===== config.mk =====
export PLATFORM = sky130hd
export DESIGN_NAME = mrt_ctrl
export DESIGN_NICKNAME = d
export VERILOG_FILES = /design/src/mrt_pkg.sv /design/src/mrt_ctrl.sv
export VERILOG_INCLUDE_DIRS = /design/src /design/src/src
export SDC_FILE = /design/constraint.sdc
export NUM_CORES = 1
export LEC_CHECK = 0
export ABC_AREA = 0
export BUFFER_PORTS_ARGS = -buffer_cell sky130_fd_sc_hd__buf_4
export CELL_PAD_IN_SITES_DETAIL_PLACEMENT = 2
export CELL_PAD_IN_SITES_GLOBAL_PLACEMENT = 2
export CORE_AREA = 3 3 162 226
export DETAILED_ROUTE_END_ITERATION = 10
export DIE_AREA = 0 0 165 229
export PLACE_DENSITY = 0.84
export SETUP_SLACK_MARGIN = 0.15
export SLEW_MARGIN = 5
export SYNTH_ARGS = -nofsm -noshare
export SYNTH_HDL_FRONTEND = slang
export SYNTH_SLANG_ARGS = --single-unit

===== constraint.sdc =====
create_clock -name i_clk -period 5.8 [get_ports i_clk]
set_input_delay 0.87 -clock i_clk [delete_from_list [all_inputs] [get_ports i_clk]]
set_output_delay 0.87 -clock i_clk [all_outputs]
set_load 0.05 [all_outputs]

===== src/assert_macros.svh =====
// Assertion helpers for the RTL files; mrt_ctrl.sv includes them.
`ifndef ASSERT_MACROS_SVH
`define ASSERT_MACROS_SVH

// The property must hold at every rising edge outside reset.
`define MRT_ASSERT(label, clk, rst_n, prop, msg) \
    label: assert property (@(posedge clk) disable iff (!rst_n) (prop)) \
        else $error(msg);

// The expression must never be true outside reset.
`define MRT_ASSERT_NEVER(label, clk, rst_n, expr, msg) \
    `MRT_ASSERT(label, clk, rst_n, !(expr), msg)

`endif


===== src/mrt_pkg.sv =====
`default_nettype none

package mrt_pkg;

    localparam int MAC_W    = 48;
    localparam int BRIDGE_W = 8;
    localparam int TIME_W   = 32;
    localparam int CNT_W    = 7;
    localparam int CMD_W    = 2;

    localparam int S_DATA_W = 120;
    localparam int M_DATA_W = 48;

    localparam int TABLE_ENTRIES_DEF  = 64;
    localparam int BRIDGE_ID_BITS_DEF = 8;

    localparam logic [CNT_W-1:0] CNT_MAX = {CNT_W{1'b1}};

    typedef enum logic [CMD_W-1:0] {
        CMD_LOOKUP = 2'd0,
        CMD_INSERT = 2'd1,
        CMD_SWEEP  = 2'd2,
        CMD_NOP    = 2'd3
    } t_cmd;

endpackage

`default_nettype wire


===== src/mrt_ctrl.sv =====
`default_nettype none
`include "assert_macros.svh"

module mrt_ctrl #(
    parameter int TABLE_ENTRIES  = mrt_pkg::TABLE_ENTRIES_DEF,
    parameter int BRIDGE_ID_BITS = mrt_pkg::BRIDGE_ID_BITS_DEF
) (
    input  wire logic                                  i_clk,
    input  wire logic                                  i_rst_n,
    input  wire logic                                  s_axis_tvalid,
    output logic                                       s_axis_tready,
    input  wire logic [mrt_pkg::S_DATA_W-1:0]          s_axis_tdata,
    input  wire logic [mrt_pkg::CMD_W-1:0]             s_axis_tuser,
    output logic                                       m_axis_tvalid,
    input  wire logic                                  m_axis_tready,
    output logic      [mrt_pkg::M_DATA_W-1:0]          m_axis_tdata,
    output logic                                       o_mem_wr_en,
    output logic      [$clog2(TABLE_ENTRIES)-1:0]      o_mem_wr_addr,
    output logic      [1+mrt_pkg::MAC_W+BRIDGE_ID_BITS+mrt_pkg::TIME_W-1:0] o_mem_wr_data,
    output logic      [$clog2(TABLE_ENTRIES)-1:0]      o_mem_rd_addr,
    input  wire logic [1+mrt_pkg::MAC_W+BRIDGE_ID_BITS+mrt_pkg::TIME_W-1:0] i_mem_rd_data
);

    localparam int AW    = $clog2(TABLE_ENTRIES);
    localparam int KB    = BRIDGE_ID_BITS;
    localparam int WW    = 1 + mrt_pkg::MAC_W + KB + mrt_pkg::TIME_W;
    localparam int EXT_W = (KB > mrt_pkg::BRIDGE_W) ? KB : mrt_pkg::BRIDGE_W;
    localparam logic [AW-1:0] LAST_ADDR = AW'(TABLE_ENTRIES - 1);

    typedef enum logic [1:0] {
        S_CLEAR,
        S_IDLE,
        S_WALK,
        S_FINISH
    } t_state;

    t_state                             r_state, n_state;
    logic [AW-1:0]                      r_rd_addr, n_rd_addr;
    logic [AW-1:0]                      r_eval_addr, n_eval_addr;
    logic                               r_issue_done, n_issue_done;
    logic                               r_rd_pend, n_rd_pend;
    mrt_pkg::t_cmd                      r_cmd, n_cmd;
    logic [mrt_pkg::MAC_W-1:0]          r_mac, n_mac;
    logic [KB-1:0]                      r_bridge, n_bridge;
    logic [mrt_pkg::TIME_W-1:0]         r_expiry, n_expiry;
    logic [mrt_pkg::TIME_W-1:0]         r_now, n_now;
    logic                               r_hit, n_hit;
    logic [AW-1:0]                      r_match_idx, n_match_idx;
    logic                               r_free_found, n_free_found;
    logic [AW-1:0]                      r_free_idx, n_free_idx;
    logic [mrt_pkg::TIME_W-1:0]         r_stored, n_stored;
    logic [mrt_pkg::CNT_W-1:0]          r_removed, n_removed;
    logic                               r_out_valid, n_out_valid;
    logic [mrt_pkg::M_DATA_W-1:0]       r_out_data, n_out_data;

    logic                               rd_valid;
    logic [mrt_pkg::MAC_W-1:0]          rd_mac;
    logic [KB-1:0]                      rd_bridge;
    logic [mrt_pkg::TIME_W-1:0]         rd_expiry;
    logic [EXT_W-1:0]                   in_bridge_ext;
    logic                               rd_match;
    logic                               out_load;
    logic                               res_hit;
    logic                               res_dropped;
    logic [mrt_pkg::TIME_W-1:0]         res_stored;

    assign rd_valid  = i_mem_rd_data[WW-1];
    assign rd_mac    = i_mem_rd_data[WW-2 -: mrt_pkg::MAC_W];
    assign rd_bridge = i_mem_rd_data[mrt_pkg::TIME_W +: KB];
    assign rd_expiry = i_mem_rd_data[mrt_pkg::TIME_W-1:0];
    assign rd_match  = rd_valid && (rd_mac == r_mac) && (rd_bridge == r_bridge);

    assign in_bridge_ext = EXT_W'(s_axis_tdata[mrt_pkg::MAC_W +: mrt_pkg::BRIDGE_W]);
    assign out_load      = !r_out_valid || m_axis_tready;

    assign res_hit     = ((r_cmd == mrt_pkg::CMD_LOOKUP) || (r_cmd == mrt_pkg::CMD_INSERT))
                         && r_hit;
    assign res_stored  = ((r_cmd == mrt_pkg::CMD_LOOKUP) && r_hit) ? r_stored : '0;
    assign res_dropped = (r_cmd == mrt_pkg::CMD_INSERT) && !r_hit && !r_free_found;

    always_comb begin
        n_state      = r_state;
        n_rd_addr    = r_rd_addr;
        n_eval_addr  = r_eval_addr;
        n_issue_done = r_issue_done;
        n_rd_pend    = r_rd_pend;
        n_cmd        = r_cmd;
        n_mac        = r_mac;
        n_bridge     = r_bridge;
        n_expiry     = r_expiry;
        n_now        = r_now;
        n_hit        = r_hit;
        n_match_idx  = r_match_idx;
        n_free_found = r_free_found;
        n_free_idx   = r_free_idx;
        n_stored     = r_stored;
        n_removed    = r_removed;
        n_out_valid  = r_out_valid;
        n_out_data   = r_out_data;

        o_mem_wr_en   = 1'b0;
        o_mem_wr_addr = r_eval_addr;
        o_mem_wr_data = {1'b0, rd_mac, rd_bridge, rd_expiry};

        if (r_out_valid && m_axis_tready) begin
            n_out_valid = 1'b0;
        end

        unique case (r_state)
            S_CLEAR: begin
                o_mem_wr_en   = 1'b1;
                o_mem_wr_addr = r_rd_addr;
                o_mem_wr_data = '0;
                if (r_rd_addr == LAST_ADDR) begin
                    n_rd_addr = '0;
                    n_state   = S_IDLE;
                end else begin
                    n_rd_addr = r_rd_addr + 1'b1;
                end
            end
            S_IDLE: begin
                if (s_axis_tvalid) begin
                    n_cmd        = mrt_pkg::t_cmd'(s_axis_tuser);
                    n_mac        = s_axis_tdata[mrt_pkg::MAC_W-1:0];
                    n_bridge     = in_bridge_ext[KB-1:0];
                    n_expiry     = s_axis_tdata[56 +: mrt_pkg::TIME_W];
                    n_now        = s_axis_tdata[88 +: mrt_pkg::TIME_W];
                    n_rd_addr    = '0;
                    n_issue_done = 1'b0;
                    n_rd_pend    = 1'b0;
                    n_hit        = 1'b0;
                    n_free_found = 1'b0;
                    n_stored     = '0;
                    n_removed    = '0;
                    if (mrt_pkg::t_cmd'(s_axis_tuser) == mrt_pkg::CMD_NOP) begin
                        n_state = S_FINISH;
                    end else begin
                        n_state = S_WALK;
                    end
                end
            end
            S_WALK: begin
                n_rd_pend   = !r_issue_done;
                n_eval_addr = r_rd_addr;
                if (!r_issue_done) begin
                    if (r_rd_addr == LAST_ADDR) begin
                        n_issue_done = 1'b1;
                    end else begin
                        n_rd_addr = r_rd_addr + 1'b1;
                    end
                end
                if (r_rd_pend) begin
                    if (rd_match && !r_hit) begin
                        n_hit       = 1'b1;
                        n_match_idx = r_eval_addr;
                        if (r_cmd == mrt_pkg::CMD_LOOKUP) begin
                            n_stored = rd_expiry;
                        end
                    end
                    if (!rd_valid && !r_free_found) begin
                        n_free_found = 1'b1;
                        n_free_idx   = r_eval_addr;
                    end
                    if ((r_cmd == mrt_pkg::CMD_SWEEP) && rd_valid && (rd_expiry < r_now)) begin
                        o_mem_wr_en = 1'b1;
                        if (r_removed != mrt_pkg::CNT_MAX) begin
                            n_removed = r_removed + 1'b1;
                        end
                    end
                    if (r_eval_addr == LAST_ADDR) begin
                        n_state = S_FINISH;
                    end
                end
            end
            S_FINISH: begin
                if (out_load) begin
                    n_out_valid = 1'b1;
                    n_out_data  = {7'b0, r_removed, res_dropped, res_stored, res_hit};
                    n_state     = S_IDLE;
                    n_rd_addr   = '0;
                    if ((r_cmd == mrt_pkg::CMD_INSERT) && (r_hit || r_free_found)) begin
                        o_mem_wr_en   = 1'b1;
                        o_mem_wr_addr = r_hit ? r_match_idx : r_free_idx;
                        o_mem_wr_data = {1'b1, r_mac, r_bridge, r_expiry};
                    end
                end
            end
        endcase
    end

    always_ff @(posedge i_clk) begin
        if (!i_rst_n) begin
            r_state      <= S_CLEAR;
            r_rd_addr    <= '0;
            r_issue_done <= 1'b0;
            r_rd_pend    <= 1'b0;
            r_out_valid  <= 1'b0;
        end else begin
            r_state      <= n_state;
            r_rd_addr    <= n_rd_addr;
            r_issue_done <= n_issue_done;
            r_rd_pend    <= n_rd_pend;
            r_out_valid  <= n_out_valid;
            r_eval_addr  <= n_eval_addr;
            r_cmd        <= n_cmd;
            r_mac        <= n_mac;
            r_bridge     <= n_bridge;
            r_expiry     <= n_expiry;
            r_now        <= n_now;
            r_hit        <= n_hit;
            r_match_idx  <= n_match_idx;
            r_free_found <= n_free_found;
            r_free_idx   <= n_free_idx;
            r_stored     <= n_stored;
            r_removed    <= n_removed;
            r_out_data   <= n_out_data;
        end
    end

    assign s_axis_tready = (r_state == S_IDLE);
    assign m_axis_tvalid = r_out_valid;
    assign m_axis_tdata  = r_out_data;
    assign o_mem_rd_addr = r_rd_addr;

    // The table is never written while the block waits for an item.
    `MRT_ASSERT_NEVER(a_idle_no_write, i_clk, i_rst_n,
        (r_state == S_IDLE) && o_mem_wr_en, "table written while idle")
    // During the walk only a sweep writes, clearing the entry it has just read.
    `MRT_ASSERT(a_walk_write_sweep, i_clk, i_rst_n,
        ((r_state == S_WALK) && o_mem_wr_en) |-> (r_cmd == mrt_pkg::CMD_SWEEP),
        "walk write outside sweep")
    // Evaluating the last entry ends the walk.
    `MRT_ASSERT(a_walk_ends, i_clk, i_rst_n,
        ((r_state == S_WALK) && r_rd_pend && (r_eval_addr == LAST_ADDR)) |=>
        (r_state == S_FINISH), "walk did not finish")

endmodule

`default_nettype wire

==> results.sh <==
export IMPL_drc=0
export IMPL_place_congestion=0.903
export IMPL_cts_buffers=26
export IMPL_synth_edf_count=222
export IMPL_fillers=3629
export IMPL_dieArea_sq_um=37800
export IMPL_grt_pass1_vias=10100
export IMPL_wl_met2_mm=24.0
export IMPL_grt_setup_unrepaired="no"
export IMPL_crit_end="o_mem_wr_data[6]"
export IMPL_ys_warn_count=0
export IMPL_final_util_pct=43.4
export IMPL_cts_tree="done"
export IMPL_fin_skew_ns=0.0202
export IMPL_p_per_area_nw_per_um2=399
export IMPL_vias=9005
export IMPL_synth_cells=963
export IMPL_power_mw=6.06
export IMPL_cpMostUsedCell="buf_4"
export IMPL_dr_pass1_iters=4
export IMPL_via_per_inst=5.00
export IMPL_fmax_mhz=225
export IMPL_regArea_sq_um=6890
export IMPL_dr_wl_met3_mm=3.15
export IMPL_cp_arrival_ns=3.57
export IMPL_r2r_slack_ns=2.38
export IMPL_io_pins=367
export IMPL_drv_slew=0
export IMPL_hold_path_class="in2reg"
export IMPL_rr_startpoint="r_mac[9]$_DFFE_PP_"
export IMPL_grt_overflow_total=0
export IMPL_final_nets=1569
export IMPL_critPathSlowestCell="ha_1"
export IMPL_drtAntennaViolNets=0
export IMPL_path_clk_slew_ns=0.07
export IMPL_antenna_found_initial=11
export IMPL_multi_input_area_sq_um=3720
export IMPL_setup_viol=0
export IMPL_status="finished, final reports clean"
export IMPL_hpwl_mm=34.0
export IMPL_clk_latency_ns=0.54
export IMPL_avgSynthCellArea_sq_um=11.5
export IMPL_startpoint="r_state[1]$_SDFFE_PN0P_"
export IMPL_wl_per_cell_microns=24.8
export IMPL_period_minus_slack_ns=4.44
export IMPL_port_buffers=359
export IMPL_cts_sinks=233
export IMPL_row_count=81
export IMPL_ys_async_sr_fraction_pct=0
export IMPL_vdd_drop_max_mv=0.235
export IMPL_areaGrowthSynthToFinish_pct=37.3
export IMPL_fin_crit_sh_pct=76.5
export IMPL_ys_seq_elements=233
export IMPL_synth_area_sq_um=11000
export IMPL_ys_seq_area_share_pct=62.3
export IMPL_cp_end_kind="output port"
export IMPL_hold_viol=0
export IMPL_crit_required_ns=4.93
export IMPL_clock_path_buffers=3
export IMPL_synth_flop_cell="edfxtp_1"
export IMPL_highest_layer="met5"
export IMPL_cts_hold_buf=0
export IMPL_start_kind="flop"
export IMPL_cts_root_buffer="clkbuf_16"
export IMPL_tightest_slew_ns=1.06
export IMPL_grt_start_max_net_pins=60
export IMPL_crit_fanout=59
export IMPL_cpPeakStageDelay_ns=0.76
export IMPL_setup_tns_ns=0
export IMPL_crit_chain="inv_1 -> ha_1 -> or2_4 -> buf_4 -> nand2_1 -> a21oi_1 -> buf_4"
export IMPL_slew_headroom_pct=29.1
export IMPL_placed_area_sq_um=14200
export IMPL_maxCapViolations=0
export IMPL_grt_util_all_layers_pct=23.2
export IMPL_drt_iter0_drc=527
export IMPL_htreeDepth=1
export IMPL_wirelength_mm=44.6
export IMPL_drive_gt1_share_pct=31.9
export IMPL_chipWidth_microns=165
export IMPL_core_area_sq_um=35000
export IMPL_yosys_cell_types_count=62
export IMPL_r2r_cells=6
export IMPL_cts_resized=0
export IMPL_die_y_microns=229
export IMPL_rr_endpoint="r_stored[10]$_SDFFCE_PN0P_"
export IMPL_finalInstanceArea_sq_um=15200
export IMPL_wl_met1_mm=14.9
export IMPL_start_util_pct=31.6
export IMPL_cts_setup_buffers=0
export IMPL_path_class="reg2out"
export IMPL_grt_pass1_wl_mm=64.7
export IMPL_leakage_nw=6.27
area by class of cell:
cell class,count,area share [%]
clock inverters,17,1.89
flip-flops and latches,233,45.4
diodes,7,0.115
clock buffers,31,4.55
repair buffers,370,18.4
well taps,456,3.76
inverters,56,1.39
multi-input cells,630,24.5
logic make-up after synthesis:
family | share of synthesized area, %
xor+xnor | 3.49
flops | 62.3
simple gates | 15.9
mux | 0.815
compound gates | 8.73
fa+ha+maj | 4.19
buf+inv | 4.52
other cells | 0.0339
cells in the mapped netlist (2+ instances only):
cell type	count	area, sq um
inv_1	56	210
nor2_1	26	97.6
nor2b_1	16	100
xnor2_1	20	175
a21o_1	3	22.5
buf_4	13	97.6
ha_1	37	463
dfxtp_1	11	220
edfxtp_1	222	6670
or2_1	2	12.5
or3_1	2	12.5
buf_6	6	67.6
xor2_1	24	210
a31o_2	2	17.5
o22ai_1	7	43.8
and2_1	70	438
o21ai_0	14	70.1
nand2_1	194	728
o2bb2ai_1	2	17.5
nor4_1	5	31.3
a211oi_1	3	22.5
buf_1	3	11.3
and4_1	2	17.5
a22oi_1	5	37.5
a2111o_1	2	22.5
clkbuf_1	22	82.6
a21oi_1	109	546
nand4_1	11	68.8
mux2i_1	9	90.1
nor3_1	5	25.0
o21ai_1	6	30.0
and3_1	4	25.0
nand2b_1	3	18.8
a221oi_1	2	17.5
buf_2	6	30.0
nand3_1	12	60.1
a2111oi_0	2	17.5
where the power goes:
part	switching [mW]	total, mW	internal, mW
clock network	0.728	1.93	1.20
logic	1.47	2.05	0.574
registers	0.0776	2.08	2.00
total	2.28	6.06	3.78
worst min path at each step:
stage / cells after the start / endpoint / slack, ns / start
floorplan: 0 / m_axis_tdata[35]$_DFFE_PP_ / 0.46 / r_removed[1]$_SDFFCE_PN0P_
finish: 1 / r_expiry[0]$_DFFE_PP_ / 0.50 / s_axis_tdata[56]
CTS: 1 / r_expiry[0]$_DFFE_PP_ / 0.48 / s_axis_tdata[56]
global placement: 0 / m_axis_tdata[35]$_DFFE_PP_ / 0.48 / r_removed[1]$_SDFFCE_PN0P_
global route: 1 / r_now[24]$_DFFE_PP_ / 0.49 / s_axis_tdata[112]
detailed placement: 0 / m_axis_tdata[35]$_DFFE_PP_ / 0.50 / r_removed[1]$_SDFFCE_PN0P_
flip-flops by register name, summed over array words and instances, names as in the netlist:
signal,cells
r_state,2
r_stored,32
r_now,32
r_mac,48
m_axis_tvalid,1
r_issue_done,1
r_free_idx,6
r_hit,1
r_rd_pend,1
m_axis_tdata,41
r_expiry,32
r_free_found,1
r_cmd,2
r_match_idx,6
o_mem_rd_addr,6
r_eval_addr,6
r_bridge,8
r_removed,7
metrics by stage:
step	worst slack (ns)	std cells	hold WS [ns]
global placement	1.85	1745	0.478
global route	1.13	1800	0.487
finish	1.36	1800	0.500
CTS	1.30	1793	0.476
detailed placement	1.65	1745	0.498
floorplan	1.38	969	0.455
layer usage:
layer / up-vias / global-route usage, %
met4: 10 / 12.0
met2: 370 / 42.9
met1: 4424 / 23.6
met3: 117 / 5.88
met5: - / 0
li1: 4084 / -
worst max-delay path, delay by kind of cell, from the launching register on:
family / cells / cell delay [ns]
and+or+nand+nor: 2 / 0.84
adders and majority gates: 1 / 0.76
buffers and inverters: 3 / 0.70
DFF: 1 / 0.44
AOI/OAI and AO/OA: 1 / 0.20
cell usage in the layout, fill, tap and decap left out, drive strengths merged, types with 4 or more instances in the layout:
master and instances:
clkinv 7, nor4 6, diode 7, ha 37, nand4 11, clkbuf 31, o22ai 7, and2 70
a22oi 5, edfxtp 222, nor2 27, xnor2 20, o21ai 20, xor2 24, nor2b 16, nand3 12
mux2i 9, inv 57, and3 4, conb 7, buf 370, a21oi 109, nor3 6, dfxtp 11
nand2 194, bufinv 8
Note: power is estimated with default switching activity, not from simulation.
